`src/sv/rufp_pkg.sv`:
```
package rufp_pkg;

    // default frame buffer size in bytes
    localparam int FRAME_BYTES_DEF = 64;

    // depth of the request queue between parser and result stage
    localparam int QUEUE_DEPTH = 2;

    // stream widths
    localparam int IN_TDATA_W  = 40;
    localparam int OUT_TDATA_W = 160;

    // header and tail bytes
    localparam logic [7:0] HDR_B0  = 8'hFD;
    localparam logic [7:0] HDR_B1  = 8'hFC;
    localparam logic [7:0] HDR_B2  = 8'hFB;
    localparam logic [7:0] HDR_B3  = 8'hFA;
    localparam logic [7:0] TAIL_B0 = 8'h04;
    localparam logic [7:0] TAIL_B1 = 8'h03;
    localparam logic [7:0] TAIL_B2 = 8'h02;
    localparam logic [7:0] TAIL_B3 = 8'h01;

    // report command and its minimum payload
    localparam logic [15:0] CMD_REPORT     = 16'h0043;
    localparam int          REPORT_MIN_PAY = 9;

    // byte positions inside a frame
    localparam int POS_LEN_LO = 4;
    localparam int POS_LEN_HI = 5;
    localparam int POS_CMD_LO = 6;
    localparam int POS_CMD_HI = 7;
    localparam int POS_PAY    = 8;
    localparam int PAY_CAPT   = 9;   // payload bytes kept for the report
    localparam int TAIL_BYTES = 4;
    localparam int FRAME_OVH  = 8;   // bytes a frame spans beyond its length value

    typedef enum logic [2:0] {
        ST_HDR0,
        ST_HDR1,
        ST_HDR2,
        ST_HDR3,
        ST_LEN,
        ST_BODY
    } stage_t;

    typedef enum logic [1:0] {
        STAT_GOOD     = 2'd0,
        STAT_REPORT   = 2'd1,
        STAT_BAD_LEN  = 2'd2,
        STAT_BAD_TAIL = 2'd3
    } status_t;

    // one closed frame, as handed from parser to result stage
    typedef struct packed {
        status_t     status;
        logic [15:0] command;
        logic [5:0]  plen;
        logic [7:0]  tgt_state;
        logic [15:0] mov_dist;
        logic [7:0]  mov_energy;
        logic [15:0] still_dist;
        logic [7:0]  still_energy;
        logic [15:0] det_dist;
        logic [31:0] stamp;
    } event_t;

endpackage

```
`src/sv/rufp_front.sv`:
```
module rufp_front #(
    parameter int FRAME_BYTES = rufp_pkg::FRAME_BYTES_DEF
) (
    input  logic                          aclk,
    input  logic                          aresetn,
    input  logic                          s_tvalid,
    output logic                          s_tready,
    input  logic [rufp_pkg::IN_TDATA_W-1:0] s_tdata,   // rx_byte[7:0], timestamp_ms[39:8]
    input  logic                          q_full,
    output logic                          evt_valid,
    output rufp_pkg::event_t              evt
);
    import rufp_pkg::*;

    localparam int POS_W   = $clog2(FRAME_BYTES + 1);
    localparam int MAX_LEN = FRAME_BYTES - FRAME_OVH;

    stage_t            stage_reg, stage_next;
    logic [POS_W-1:0]  pos_reg, pos_next;
    logic [POS_W-1:0]  len_reg;
    logic [7:0]        len_lo_reg;
    logic [7:0]        cmd_reg  [2];
    logic [7:0]        pay_reg  [PAY_CAPT];
    logic [7:0]        tail_reg [TAIL_BYTES-1];

    logic              accept;
    logic [7:0]        rx_byte;
    logic [31:0]       stamp;
    logic [15:0]       total;
    logic              len_bad;
    logic [POS_W-1:0]  pos_inc;
    logic [POS_W-1:0]  end_pos;
    logic              overrun;
    logic              at_len_hi;
    logic              at_end;
    logic              tail_ok;
    logic [POS_W-1:0]  plen_full;
    logic [15:0]       cmd_word;

    assign s_tready = !q_full;
    assign accept   = s_tvalid && s_tready;
    assign rx_byte  = s_tdata[7:0];
    assign stamp    = s_tdata[39:8];

    // frame bookkeeping
    assign total     = {rx_byte, len_lo_reg};
    assign len_bad   = (total < 16'd2) || (total > 16'(MAX_LEN));
    assign pos_inc   = pos_reg + POS_W'(1);
    assign end_pos   = len_reg + POS_W'(FRAME_OVH);
    assign overrun   = pos_reg >= POS_W'(FRAME_BYTES);
    assign at_len_hi = pos_inc == POS_W'(POS_LEN_HI + 1);
    assign at_end    = pos_inc == end_pos;
    assign tail_ok   = (tail_reg[2] == TAIL_B0) && (tail_reg[1] == TAIL_B1) &&
                       (tail_reg[0] == TAIL_B2) && (rx_byte == TAIL_B3);
    assign plen_full = len_reg - POS_W'(2);
    assign cmd_word  = {cmd_reg[1], cmd_reg[0]};

    // next-state logic
    always_comb begin
        stage_next = stage_reg;
        pos_next   = pos_reg;
        if (accept) begin
            unique case (stage_reg)
                ST_HDR0: begin
                    stage_next = (rx_byte == HDR_B0) ? ST_HDR1 : ST_HDR0;
                    pos_next   = '0;
                end
                ST_HDR1: begin
                    if (rx_byte == HDR_B1) stage_next = ST_HDR2;
                    else stage_next = (rx_byte == HDR_B0) ? ST_HDR1 : ST_HDR0;
                    pos_next = '0;
                end
                ST_HDR2: begin
                    if (rx_byte == HDR_B2) stage_next = ST_HDR3;
                    else stage_next = (rx_byte == HDR_B0) ? ST_HDR1 : ST_HDR0;
                    pos_next = '0;
                end
                ST_HDR3: begin
                    if (rx_byte == HDR_B3) begin
                        stage_next = ST_LEN;
                        pos_next   = POS_W'(POS_LEN_LO);
                    end else begin
                        stage_next = (rx_byte == HDR_B0) ? ST_HDR1 : ST_HDR0;
                        pos_next   = '0;
                    end
                end
                ST_LEN: begin
                    if (overrun) begin
                        stage_next = ST_HDR0;
                        pos_next   = '0;
                    end else if (at_len_hi && len_bad) begin
                        stage_next = ST_HDR0;
                        pos_next   = '0;
                    end else begin
                        pos_next = pos_inc;
                        if (at_len_hi) stage_next = ST_BODY;
                    end
                end
                ST_BODY: begin
                    if (overrun || at_end) begin
                        stage_next = ST_HDR0;
                        pos_next   = '0;
                    end else begin
                        pos_next = pos_inc;
                    end
                end
                default: begin
                    stage_next = ST_HDR0;
                    pos_next   = '0;
                end
            endcase
        end
    end

    // request to the result stage
    always_comb begin
        evt_valid        = 1'b0;
        evt.status       = STAT_GOOD;
        evt.command      = '0;
        evt.plen         = '0;
        evt.tgt_state    = pay_reg[0];
        evt.mov_dist     = {pay_reg[2], pay_reg[1]};
        evt.mov_energy   = pay_reg[3];
        evt.still_dist   = {pay_reg[5], pay_reg[4]};
        evt.still_energy = pay_reg[6];
        evt.det_dist     = {pay_reg[8], pay_reg[7]};
        evt.stamp        = stamp;
        if (accept && !overrun) begin
            unique case (stage_reg)
                ST_LEN: begin
                    if (at_len_hi && len_bad) begin
                        evt_valid  = 1'b1;
                        evt.status = STAT_BAD_LEN;
                    end
                end
                ST_BODY: begin
                    if (at_end) begin
                        evt_valid = 1'b1;
                        if (tail_ok) begin
                            evt.command = cmd_word;
                            evt.plen    = 6'(plen_full);
                            if (cmd_word == CMD_REPORT &&
                                plen_full >= POS_W'(REPORT_MIN_PAY))
                                evt.status = STAT_REPORT;
                            else
                                evt.status = STAT_GOOD;
                        end else begin
                            evt.status = STAT_BAD_TAIL;
                        end
                    end
                end
                default: begin
                    evt_valid = 1'b0;
                end
            endcase
        end
    end

    // control state
    always_ff @(posedge aclk) begin
        if (!aresetn) begin
            stage_reg <= ST_HDR0;
            pos_reg   <= '0;
        end else begin
            stage_reg <= stage_next;
            pos_reg   <= pos_next;
        end
    end

    // captured frame bytes: length, command, report payload, running tail
    always_ff @(posedge aclk) begin
        if (accept && !overrun) begin
            if (stage_reg == ST_LEN) begin
                if (pos_reg == POS_W'(POS_LEN_LO)) len_lo_reg <= rx_byte;
                if (pos_reg == POS_W'(POS_LEN_HI)) len_reg <= POS_W'(total);
            end
            if (stage_reg == ST_BODY) begin
                if (pos_reg == POS_W'(POS_CMD_LO)) cmd_reg[0] <= rx_byte;
                if (pos_reg == POS_W'(POS_CMD_HI)) cmd_reg[1] <= rx_byte;
                for (int i = 0; i < PAY_CAPT; i++) begin
                    if (pos_reg == POS_W'(POS_PAY + i)) pay_reg[i] <= rx_byte;
                end
                tail_reg[2] <= tail_reg[1];
                tail_reg[1] <= tail_reg[0];
                tail_reg[0] <= rx_byte;
            end
        end
    end

endmodule

```
`src/sv/rufp_queue.sv`:
```
module rufp_queue (
    input  logic             aclk,
    input  logic             aresetn,
    input  logic             push,
    input  rufp_pkg::event_t push_evt,
    output logic             full,
    output logic             pop_valid,
    input  logic             pop,
    output rufp_pkg::event_t pop_evt
);
    import rufp_pkg::*;

    localparam int PTR_W = (QUEUE_DEPTH > 1) ? $clog2(QUEUE_DEPTH) : 1;
    localparam int CNT_W = $clog2(QUEUE_DEPTH + 1);

    event_t            entry_reg [QUEUE_DEPTH];
    logic [PTR_W-1:0]  wr_ptr_reg, wr_ptr_next;
    logic [PTR_W-1:0]  rd_ptr_reg, rd_ptr_next;
    logic [CNT_W-1:0]  count_reg, count_next;
    logic              do_push;
    logic              do_pop;

    assign full      = count_reg == CNT_W'(QUEUE_DEPTH);
    assign pop_valid = count_reg != '0;
    assign pop_evt   = entry_reg[rd_ptr_reg];
    assign do_push   = push && !full;
    assign do_pop    = pop && pop_valid;

    // pointer and fill-count update
    always_comb begin
        wr_ptr_next = wr_ptr_reg;
        rd_ptr_next = rd_ptr_reg;
        count_next  = count_reg;
        if (do_push)
            wr_ptr_next = (wr_ptr_reg == PTR_W'(QUEUE_DEPTH - 1)) ? '0
                                                                 : wr_ptr_reg + PTR_W'(1);
        if (do_pop)
            rd_ptr_next = (rd_ptr_reg == PTR_W'(QUEUE_DEPTH - 1)) ? '0
                                                                 : rd_ptr_reg + PTR_W'(1);
        if (do_push && !do_pop) count_next = count_reg + CNT_W'(1);
        else if (do_pop && !do_push) count_next = count_reg - CNT_W'(1);
    end

    always_ff @(posedge aclk) begin
        if (!aresetn) begin
            wr_ptr_reg <= '0;
            rd_ptr_reg <= '0;
            count_reg  <= '0;
        end else begin
            wr_ptr_reg <= wr_ptr_next;
            rd_ptr_reg <= rd_ptr_next;
            count_reg  <= count_next;
        end
    end

    // entry storage
    always_ff @(posedge aclk) begin
        if (do_push) entry_reg[wr_ptr_reg] <= push_evt;
    end

endmodule

```
`src/sv/rufp_back.sv`:
```
module rufp_back (
    input  logic                           aclk,
    input  logic                           aresetn,
    input  logic                           q_valid,
    output logic                           q_pop,
    input  rufp_pkg::event_t               q_evt,
    output logic                           m_tvalid,
    input  logic                           m_tready,
    output logic [rufp_pkg::OUT_TDATA_W-1:0] m_tdata
);
    import rufp_pkg::*;

    logic         out_valid_reg;
    status_t      status_reg;
    logic [15:0]  command_reg;
    logic [5:0]   plen_reg;
    logic [7:0]   tgt_state_reg;
    logic [15:0]  mov_dist_reg;
    logic [7:0]   mov_energy_reg;
    logic [15:0]  still_dist_reg;
    logic [7:0]   still_energy_reg;
    logic [15:0]  det_dist_reg;
    logic [31:0]  upd_time_reg;
    logic [15:0]  good_cnt_reg, good_cnt_next;
    logic [15:0]  bad_cnt_reg, bad_cnt_next;

    // take the next request once the output slot is free or being drained
    assign q_pop = q_valid && (!out_valid_reg || m_tready);

    // counter update by status
    always_comb begin
        good_cnt_next = good_cnt_reg;
        bad_cnt_next  = bad_cnt_reg;
        unique case (q_evt.status)
            STAT_GOOD, STAT_REPORT:    good_cnt_next = good_cnt_reg + 16'd1;
            STAT_BAD_LEN, STAT_BAD_TAIL: bad_cnt_next = bad_cnt_reg + 16'd1;
            default:                   good_cnt_next = good_cnt_reg;
        endcase
    end

    // stored report, counters and output valid
    always_ff @(posedge aclk) begin
        if (!aresetn) begin
            out_valid_reg    <= 1'b0;
            tgt_state_reg    <= '0;
            mov_dist_reg     <= '0;
            mov_energy_reg   <= '0;
            still_dist_reg   <= '0;
            still_energy_reg <= '0;
            det_dist_reg     <= '0;
            upd_time_reg     <= '0;
            good_cnt_reg     <= '0;
            bad_cnt_reg      <= '0;
        end else begin
            if (q_pop) begin
                out_valid_reg <= 1'b1;
                good_cnt_reg  <= good_cnt_next;
                bad_cnt_reg   <= bad_cnt_next;
                if (q_evt.status == STAT_REPORT) begin
                    tgt_state_reg    <= q_evt.tgt_state;
                    mov_dist_reg     <= q_evt.mov_dist;
                    mov_energy_reg   <= q_evt.mov_energy;
                    still_dist_reg   <= q_evt.still_dist;
                    still_energy_reg <= q_evt.still_energy;
                    det_dist_reg     <= q_evt.det_dist;
                    upd_time_reg     <= q_evt.stamp;
                end
            end else if (m_tready) begin
                out_valid_reg <= 1'b0;
            end
        end
    end

    // per-frame result fields
    always_ff @(posedge aclk) begin
        if (q_pop) begin
            status_reg  <= q_evt.status;
            command_reg <= q_evt.command;
            plen_reg    <= q_evt.plen;
        end
    end

    assign m_tvalid = out_valid_reg;
    assign m_tdata  = {bad_cnt_reg, good_cnt_reg, upd_time_reg, det_dist_reg,
                       still_energy_reg, still_dist_reg, mov_energy_reg, mov_dist_reg,
                       tgt_state_reg, plen_reg, command_reg, status_reg};

endmodule

```
`src/sv/radar_uart_frame_parser.sv`:
```
// Channel | Dir | tdata fields (lowest bit up)
// s_      | in  | rx_byte[7:0], timestamp_ms[39:8]
// m_      | out | frame_status[1:0], frame_command[17:2], payload_length[23:18],
//         |     | tgt_state[31:24], move_dist[47:32], move_energy[55:48],
//         |     | still_distance_cm[71:56], still_energy[79:72],
//         |     | detect_dist[95:80], update_time_ms[127:96],
//         |     | good_frame_count[143:128], bad_frame_count[159:144]
//
// The header/length/body parser takes one byte per cycle except while the queue is full.
// A closing byte pushes a request into the queue as it is accepted; the output register
// then loads it from the queue and raises m_tvalid unless m_ is stalled.
// s_tready drops only while the two-entry request queue is full.
// Reset (aresetn low, synchronous) returns to header hunt and clears report and counters.
module radar_uart_frame_parser #(
    parameter int FRAME_BYTES = rufp_pkg::FRAME_BYTES_DEF
) (
    input  logic                            aclk,
    input  logic                            aresetn,
    input  logic                            s_tvalid,
    output logic                            s_tready,
    input  logic [rufp_pkg::IN_TDATA_W-1:0]  s_tdata,   // rx_byte, timestamp_ms
    output logic                            m_tvalid,
    input  logic                            m_tready,
    output logic [rufp_pkg::OUT_TDATA_W-1:0] m_tdata    // see table above
);
    import rufp_pkg::*;

    logic   evt_valid;
    event_t evt;
    logic   q_full;
    logic   q_valid;
    logic   q_pop;
    event_t q_evt;

    // byte parser
    rufp_front #(
        .FRAME_BYTES(FRAME_BYTES)
    ) u_front (
        .aclk      (aclk),
        .aresetn   (aresetn),
        .s_tvalid  (s_tvalid),
        .s_tready  (s_tready),
        .s_tdata   (s_tdata),
        .q_full    (q_full),
        .evt_valid (evt_valid),
        .evt       (evt)
    );

    // request queue
    rufp_queue u_queue (
        .aclk      (aclk),
        .aresetn   (aresetn),
        .push      (evt_valid),
        .push_evt  (evt),
        .full      (q_full),
        .pop_valid (q_valid),
        .pop       (q_pop),
        .pop_evt   (q_evt)
    );

    // report update and result output
    rufp_back u_back (
        .aclk     (aclk),
        .aresetn  (aresetn),
        .q_valid  (q_valid),
        .q_pop    (q_pop),
        .q_evt    (q_evt),
        .m_tvalid (m_tvalid),
        .m_tready (m_tready),
        .m_tdata  (m_tdata)
    );

endmodule

```
`config.mk`:
```
export PLATFORM = sky130hd
export DESIGN_NAME = radar_uart_frame_parser
export DESIGN_NICKNAME = d
export VERILOG_FILES = /design/src/sv/rufp_pkg.sv /design/src/sv/rufp_front.sv /design/src/sv/rufp_queue.sv /design/src/sv/rufp_back.sv /design/src/sv/radar_uart_frame_parser.sv
export SDC_FILE = /design/constraint.sdc
export NUM_CORES = 1
export LEC_CHECK = 0
export BUFFER_PORTS_ARGS = -buffer_cell sky130_fd_sc_hd__buf_2
export CAP_MARGIN = 10
export CORE_MARGIN = 3
export CORE_UTILIZATION = 40
export CTS_BUF_LIST = sky130_fd_sc_hd__clkbuf_8
export CTS_CLUSTER_SIZE = 24
export DETAILED_ROUTE_END_ITERATION = 12
export GPL_ROUTABILITY_DRIVEN = 0
export GPL_TIMING_DRIVEN = 0
export PLACE_DENSITY = 0.59
export SLEW_MARGIN = 20
export SYNTH_ARGS = -nofsm -noshare
export SYNTH_HDL_FRONTEND = slang
export SYNTH_HIERARCHICAL = 1
export SYNTH_SLANG_ARGS = --single-unit
export TNS_END_PERCENT = 1
```
`constraint.sdc`:
```
create_clock -name aclk -period 9 [get_ports aclk]
set_input_delay 1.8 -clock aclk [delete_from_list [all_inputs] [get_ports aclk]]
set_output_delay 1.8 -clock aclk [all_outputs]
set_load 0.02 [all_outputs]
```
Word level (Yosys, flattened, before mapping)
Memories as Yosys holds them, arrays and structs flattened. A register that Yosys moved wholly into a read port is not among the register bits.
Cells that the tools add are included.
- register bits after elaboration: 190
- memory bits (writable): 368
- input port bits: 44
- output and inout port bits: 162
- memories: 4
- add/subtract/negate cells: 9
- order comparisons: 4
- equal/unequal tests: 35
- mux-type cells: 110
- reduce and logical (&&, ||, !) cells: 42
- memory list (memory ; depth ; width ; read ports ; clocked after memory_dff ; write ports ; RTL line ; RTL):
    u_queue.entry_reg ; 2 ; 128 ; 1 ; 1 ; 1 ; rufp_queue.sv:16 ; event_t entry_reg [QUEUE_DEPTH];
    u_front.pay_reg ; 9 ; 8 ; 9 ; 0 ; 1 ; rufp_front.sv:23 ; logic [7:0] pay_reg [PAY_CAPT];
    u_front.tail_reg ; 3 ; 8 ; 3 ; 0 ; 3 ; rufp_front.sv:24 ; logic [7:0] tail_reg [TAIL_BYTES-1];
    u_front.cmd_reg ; 2 ; 8 ; 2 ; 0 ; 1 ; rufp_front.sv:22 ; logic [7:0] cmd_reg [2];
- operators by type and width (kind ; count):
    two-way mux 8 bit ; 9
    OR reduction 8 bit ; 9
    two-way mux 1 bit ; 70
    == test 7 x 4 -> 1 bit, second input constant ; 8
    two-way mux 24 bit ; 2
    two-way mux 22 bit ; 2
    == test 7 x 3 -> 1 bit, second input constant ; 5
    adder 16 x 1 -> 16 bit, second input constant ; 2
    == test 8 bit, second input constant ; 4
    two-way mux 4 bit ; 8
    two-way mux 3 bit ; 8
    two-way mux 7 bit ; 3
    one-hot mux 7 bit (3 select lines) ; 1
    one-hot mux 3 bit (6 select lines) ; 1
    == test 16 x 7 -> 1 bit, second input constant ; 1
    == test 8 x 2 -> 1 bit, second input constant ; 2
    greater-than comparator 16 x 6 -> 1 bit, second input constant ; 1
    < comparator 16 x 2 -> 1 bit, second input constant ; 1
    logical AND 1 bit ; 12
    AND reduction 3 bit ; 3
    == test 8 x 1 -> 1 bit, second input constant ; 1
    == test 8 x 3 -> 1 bit, second input constant ; 1
    two-way mux 2 bit ; 4
    adder 7 x 1 -> 7 bit, second input constant ; 1
    25 further kinds ; 41

Logic depth before layout (Yosys ltp)
Gate-level depths: netlist (run 1).
- word-level depth: 15
- depth in mapped cells: 13

Hierarchy
Netlist (run 1), hierarchy kept.
- by module, submodules not included (module ; instances ; cells each ; area each (um^2) ; sequential area each (um^2)):
    rufp_queue ; 1 ; 423 ; 9507.9 ; 7787.5
    rufp_back ; 1 ; 659 ; 5790.6 ; 3463.3
    rufp_front ; 1 ; 380 ; 5586.6 ; 4013.8

Least setup slack after synthesis (run 1)
No wires, ideal clock.
- path type: input -> register
- start point: input port s_tvalid
- end point: memory u_queue/entry_reg[0][0] in the netlist's numbering (enable)
- data arrival time: 8.796 ns
- path slack: -0.389 ns
- cell stages on the path: 7
- buffers on the path: 1
- cells stage by stage: nor2b_1 and2_1 clkbuf_1 or4b_4 o21ai_0 inv_1 nor3_2
- word-level cells in the longest chain between the ends: 6
- ends and longest elaborated chain (element ; RTL line ; RTL):
    start, declared ; radar_uart_frame_parser.sv:19 ; input logic s_tvalid,
    logical AND 1 bit ; rufp_front.sv:41 ; assign accept = s_tvalid && s_tready;
    logical AND 1 bit ; rufp_front.sv:128 ; if (accept && !overrun) begin
    two-way mux 1 bit ; rufp_front.sv:128 ;
    net evt_valid ; radar_uart_frame_parser.sv:28 ; logic evt_valid;
    logical AND 1 bit ; rufp_queue.sv:26 ; assign do_push = push && !full;
    two-way mux 1 bit ; rufp_queue.sv:58 ; if (do_push) entry_reg[wr_ptr_reg] <= push_evt;
    two-way mux 1 bit (implied by the code) ; rufp_queue.sv:58 ;
    end, declared ; rufp_queue.sv:16 ;
The timed path passes the listed nets, and every way through them passes these cells.

Final worst setup path (run 1)
- start point: input port s_tvalid
- end point: memory u_queue/entry_reg[0][28] in the netlist's numbering (enable)
Same word-level chain as after synthesis.

==> results of run 1 <==
-- per-layer routing --
layer	routed length [um]	share of wire [%]	vias to the layer above
met4	1012	2.2	0
met5	0	0	-
met3	2327	5.0	63
met1	20840	45	5926
met2	22410	48	302
li1	-	-	5842
-- cells in the mapped netlist, types with 2 or more instances --
cell type    n  area share, %
edfxtp_1   407             59
nand2_1    257            4.6
dfxtp_1    152             15
mux2_2     129            7.0
a21oi_1    123            2.9
clkbuf_1    38           0.68
nor2_1      37           0.66
buf_4       36            1.3
and2_1      25           0.75
o21ai_0     24           0.58
xnor2_1     20           0.84
nand3_1     17           0.41
inv_1       16           0.29
nor3_1      14           0.34
buf_6       13           0.70
ha_1        13           0.78
nand2b_1    13           0.39
or3_1       13           0.39
nor4_1       9           0.27
nor4b_1      9           0.38
nand4_1      8           0.24
nor2b_1      8           0.24
and3_1       6           0.18
buf_1        6           0.11
mux2i_1      6           0.29
or4_1        6           0.22
xor2_1       6           0.25
nand3b_1     4           0.14
and4_1       3           0.13
nor3b_1      3           0.11
o211ai_1     3           0.11
o21a_1       3           0.11
o221ai_1     3           0.13
a21boi_0     2          0.072
a21o_1       2          0.072
and2b_1      2          0.072
nand4b_1     2          0.084
nor2b_4      2           0.13
o21ai_1      2          0.048
o31ai_1      2          0.072
o41ai_1      2          0.084
-- critical path: stages --
cell      delay [ns]
buf_2           0.09
nor2b_1         0.41
and2_1          0.20
clkbuf_2        0.54
or4b_4          0.60
o21ai_0         0.16
inv_1           0.14
nor3_4          0.72
buf_8           0.24
buf_8           0.18
buf_8           0.18
buf_8           0.16
buf_16          0.16
-- per-stage QoR --
step	hold WS, ns	utilization (%)	worst slack [ns]	area [um2]	power, mW
floorplan	0.4169	-	1.574	20890	2.823
global placement	0.4217	43.89	-1.035	22610	2.854
detailed placement	0.4296	44.40	3.089	22870	2.856
CTS	0.4336	47.76	3.811	24600	4.928
global route	0.4505	47.76	3.475	24600	5.042
finish	0.4386	47.77	3.750	24600	4.849
-- power groups by stage --
stage          registers, mW  logic [mW]  clock network (mW)
2_1_floorplan           2.80      0.0265                   0
3_3_place_gp            2.80      0.0572                   0
3_5_place_dp            2.80      0.0590                   0
4_1_cts                 2.74      0.0593                2.13
5_1_grt                 2.74      0.0624                2.24
6_report                2.74      0.0576                2.05
-- worst paths after layout --
check | to | cells after the start
max | u_queue/entry_reg[0][28] | 13
min reg2reg | u_queue/entry_reg[1][80] | 0
max reg2reg | u_queue/entry_reg[0][28] | 14
min | u_queue/entry_reg[1][80] | 0
-- logic make-up after synthesis --
logic type / after synthesis / share of synthesized area, %
compound gates: 172 / 4.433
xor+xnor: 27 / 1.204
fa+ha+maj: 13 / 0.7788
buf+inv: 111 / 3.115
flops: 559 / 73.09
mux: 135 / 7.243
simple gates: 445 / 10.14
-- layout make-up --
cell class | count | share of cell area [%]
sequential | 559 | 62.04
multi-input combinational | 792 | 20.27
clock buffer | 103 | 5.762
timing repair buffer | 186 | 4.536
tap | 680 | 3.458
buffer | 94 | 2.390
clock inverter | 67 | 1.271
inverter | 17 | 0.2593
antenna | 1 | 0.01017
==> flow_metrics.env, run 1 <==
export IMPL_slew_viol_final=0
export IMPL_viasPerCell=4.855
export IMPL_drtIter0Drc=744
export IMPL_cp_start_kind="primary input"
export IMPL_worstSkewPairLatency_ns=0.65
export IMPL_max_cap_violations=0
export IMPL_synth_fp_nets=1519
export IMPL_p_leak_nw=8.505
export IMPL_intPower_mw=3.834
export IMPL_min_period_ns=5.250
export IMPL_pwr_share_comb_pct=1.2
export IMPL_async_flop_share_pct=0
export IMPL_ys_types=57
export IMPL_track_usage_pct=16.59
export IMPL_r2r_setup_slack_ns=4.26
export IMPL_drive_gt1_share_pct=27.28
export IMPL_drc=0
export IMPL_cts_buffers=91
export IMPL_syn_cell_area_mm2=0.02089
export IMPL_r2r_start="u_queue/count_reg[0]"
export IMPL_synth_avg_cell_area_um2=14.29
export IMPL_overflow=0
export IMPL_drt_pass1_iterations=5
export IMPL_layout_common_cells="edfxtp_1 (407), nand2_1 (257), buf_2 (174)"
export IMPL_cp_required_ns=9.36
export IMPL_worstPathMaxFanout=29
export IMPL_synth_edff_count=407
export IMPL_wl_per_cell_um=18.64
export IMPL_tightestPinTransition_ns=1.029
export IMPL_largest_register_ffs=256
export IMPL_fill_cells=4552
export IMPL_antenna_found_initial=1
export IMPL_outcome="finished clean"
export IMPL_start_util_pct=40.55
export IMPL_finalCritPeriodShare_pct=58.33
export IMPL_use_met1_pct=21.64
export IMPL_fin_tns_setup_ns=0
export IMPL_grt_util_met3_pct=3.642
export IMPL_finClkSkew_ns=0.02133
export IMPL_power_density_mw_per_mm2=197.1
export IMPL_clk_pin_slew_ns=0.06
export IMPL_fin_cells=2499
export IMPL_worstPathArrival_ns=5.61
export IMPL_fp_dieW_um=234.5
export IMPL_ios=206
export IMPL_cts_setup_buffers=0
export IMPL_rows=83
export IMPL_cts_resized_gates=0
export IMPL_grt_busiest_layer="met2"
export IMPL_hold_viol=0
export IMPL_htreeDepth=3
export IMPL_clkPwrFrac_pct=42.2
export IMPL_grt_max_degree=47
export IMPL_critical_path_class="primary input to register"
export IMPL_rsz0062_at_grt="false"
export IMPL_core_area_mm2=0.05151
export IMPL_synth_main_ff_cell="edfxtp_1"
export IMPL_hold_class="register to register"
export IMPL_cts_sinks=559
export IMPL_ys_seq_elements=559
export IMPL_grt_pass1_wl_mm=68.89
export IMPL_die_h_um=234.5
export IMPL_cp_startpoint="s_tvalid"
export IMPL_ys_warn_count=6
export IMPL_multi_input_area_mm2=0.004989
export IMPL_ys_seq_area_share_pct=73.09
export IMPL_hold_path_startpoint="u_front/pay_reg[1][0]"
export IMPL_cts_tree="yes"
export IMPL_ctsLongestPathBuffers=3
export IMPL_place_inst=2328
export IMPL_dr_total_vias=12130
export IMPL_slew_limit_headroom_pct=31.38
export IMPL_p_sw_mw=1.015
export IMPL_postRouteAntennaNets=0
export IMPL_setup_viol=0
export IMPL_register_area_mm2=0.01526
export IMPL_fin_nets=1798
export IMPL_pwr_share_seq_pct=56.6
export IMPL_port_buffers=173
export IMPL_postSynthCellCount=1462
export IMPL_cts_hold_buf=0
export IMPL_grt_util_met2_pct=27.39
export IMPL_peakVddDrop_uv=85.13
export IMPL_fmax_mhz=190.5
export IMPL_grt_pass1_vias=11990
export IMPL_fp_dieArea_mm2=0.05499
export IMPL_dpl_hpwl_mm=30.32
export IMPL_drt_total_wl_mm=46.59
export IMPL_root_buffer="clkbuf_8"
export IMPL_endpoint_kind="register"
export IMPL_area_growth_pct=17.81
export IMPL_switching_share_pct=20.92
export IMPL_final_common_cell="edfxtp_1"
(Power assumes the default switching activity.)
==> inputs of run 2 (changes only) <==
- clock period: 9 -> 4.7 ns (I/O delays scaled with it)
==> run 2 against run 1 <==
Effect of this change: register-to-register slack got worse by 3.5 ns; sequential cell count did not move; critical path depth rose by 1; worst setup slack got worse by 3.0 ns; core utilization rose by 0.18 points; final cell count rose by 0.16%; non-clock buffer count rose by 1; worst hold slack got worse by 0.0051 ns; critical endpoint is now u_queue/entry_reg[0][27]; highest routed layer unchanged.
==> flow_metrics.env, run 2 (synthesis results as in run 1) <==
export IMPL_r2r_cells=14
export IMPL_critPathBufInv=7
export IMPL_ctsLongestPathBuffers=3
export IMPL_hold_depth=0
export IMPL_route_top_layer_used="met4"
export IMPL_cts_hold_buf=0
export IMPL_dpl_hpwl_mm=30.65
export IMPL_hold_class="register to register"
export IMPL_cp_slowest_stage_delay_ns=0.55
export IMPL_r2r_end="u_queue/entry_reg[0][27]"
export IMPL_outcome="finished clean"
export IMPL_multi_input_area_mm2=0.005002
export IMPL_setup_viol=0
export IMPL_fin_nets=1800
export IMPL_cts_tree="yes"
export IMPL_slew_limit_headroom_pct=27.99
export IMPL_r2r_setup_slack_ns=0.79
export IMPL_tightestPinTransition_ns=1.070
export IMPL_start_util_pct=40.55
export IMPL_grt_max_degree=45
export IMPL_detail_route_wirelength_met1_mm=20.54
export IMPL_fin_cells=2503
export IMPL_final_common_cell="edfxtp_1"
export IMPL_p_leak_nw=8.569
export IMPL_hold_viol=0
export IMPL_ios=206
export IMPL_worstHoldEndpoint="u_queue/entry_reg[0][100]"
export IMPL_power_density_mw_per_mm2=378.5
export IMPL_r2r_start="u_front/pos_reg[0]"
export IMPL_rsz0062_at_grt="false"
export IMPL_fill_cells=4607
export IMPL_finClkSkew_ns=0.02954
export IMPL_peakVddDrop_uv=184.6
export IMPL_path_cells="inv_1 > ha_1 > xor2_1 > nor2_1 > nand4b_4 > or4b_4 > o21ai_2 > inv_2 > nor3_4 > buf_8 > buf_8 > buf_8 > buf_8 > buf_16"
export IMPL_final_util_pct=47.95
export IMPL_layout_common_cells="edfxtp_1 (407), nand2_1 (257), buf_2 (174)"
export IMPL_fmax_mhz=255.9
export IMPL_register_area_mm2=0.01526
export IMPL_htreeDepth=3
export IMPL_worst_path_max_delay_cell="or4b_4"
export IMPL_cpMostUsedCell="buf_8"
export IMPL_grt_pass1_wl_mm=69.30
export IMPL_drtIter0Drc=787
export IMPL_root_buffer="clkbuf_8"
export IMPL_finalCritPeriodShare_pct=83.14
export IMPL_cts_buffers=92
export IMPL_track_usage_pct=16.72
export IMPL_drive_gt1_share_pct=27.77
export IMPL_postRouteAntennaNets=0
export IMPL_clk_pin_slew_ns=0.06
export IMPL_antenna_found_initial=1
export IMPL_rows=83
export IMPL_viasPerCell=4.866
export IMPL_worstPathMaxFanout=14
export IMPL_wl_met3_mm=2.839
export IMPL_fp_dieArea_mm2=0.05499
export IMPL_fp_dieW_um=234.5
export IMPL_min_period_ns=3.908
export IMPL_overflow=0
export IMPL_drt_pass1_iterations=5
export IMPL_critPathTopFamily="simple AND/OR/NAND/NOR gates"
export IMPL_worstPathArrival_ns=4.26
export IMPL_worstSkewPairLatency_ns=0.66
export IMPL_hold_path_startpoint="u_front/pay_reg[0][4]"
export IMPL_cp_required_ns=5.06
export IMPL_drt_total_wl_mm=46.79
export IMPL_die_h_um=234.5
export IMPL_area_growth_pct=18.25
export IMPL_largest_register_ffs=256
export IMPL_port_buffers=173
export IMPL_cp_start_kind="register"
export IMPL_wl_per_cell_um=18.69
export IMPL_cts_setup_buffers=0
export IMPL_dr_total_vias=12180
export IMPL_endpoint_kind="register"
export IMPL_slew_viol_final=0
export IMPL_dr_wl_met2_mm=22.01
export IMPL_core_area_mm2=0.05151
export IMPL_grt_pass1_vias=12210
export IMPL_critical_path_class="register to register"
export IMPL_cts_resized_gates=0
export IMPL_max_cap_violations=0
export IMPL_cts_sinks=559
export IMPL_place_inst=2329
export IMPL_drc=0
## run 2: cell types whose count changed in the layout (fill, tap and decap cells not counted), sizes merged
| cell | change |
|---|---|
| buf | +1 |
| clkbuf | +4 |
| inv | +3 |
| clkinvlp | -1 |
| clkinv | -3 |
## run 2: cell type report
class                      count  share of cell area (%)
sequential                   559                   61.81
multi-input combinational    792                   20.26
clock buffer                 107                   5.963
timing repair buffer         187                   4.550
tap                          680                   3.445
buffer                        94                   2.462
clock inverter                66                   1.246
inverter                      17                  0.2584
antenna                        1                 0.01013
## run 2: layer usage
layer / track usage (%) / up-vias
li1: - / 5833
met1: 22.06 / 5946
met2: 26.85 / 311
met3: 3.739 / 89
met4: 6.863 / 0
met5: 0 / -
## run 2: through the flow
step	hold WS [ns]	setup slack, ns	area [um2]	TNS (ns)	power (mW)
4_1_cts	0.4059	0.7401	24690	0	9.507
2_1_floorplan	0.4169	-0.9630	20930	-238.43	5.407
3_3_place_gp	0.4218	-3.450	22640	-876.24	5.467
5_1_grt	0.4284	0.5870	24690	0	9.709
3_5_place_dp	0.4267	0.5817	22910	0	5.470
6_report	0.4335	0.7922	24700	0	9.347
## run 2: how the worst max path moves through the flow
stage | from | to | slack, ns | depth (start not counted)
finish | u_front/pos_reg[0] | u_queue/entry_reg[0][27] | 0.79 | 14
floorplan | s_tvalid | u_queue/entry_reg[0][0] | -0.96 | 7
global route | u_front/pos_reg[0] | u_queue/entry_reg[0][27] | 0.59 | 14
CTS | u_front/pos_reg[0] | u_queue/entry_reg[0][27] | 0.74 | 14
global placement | s_tvalid | u_queue/entry_reg[0][26] | -3.45 | 8
detailed placement | s_tvalid | u_queue/entry_reg[0][26] | 0.58 | 13
## run 2: report_power, final
group	internal, mW	leakage, nW	switching, mW	total [mW]
Sequential	5.25	4.82	0.00247	5.25
Clock	2.13	1.05	1.85	3.98
Combinational	0.0307	2.70	0.0801	0.111
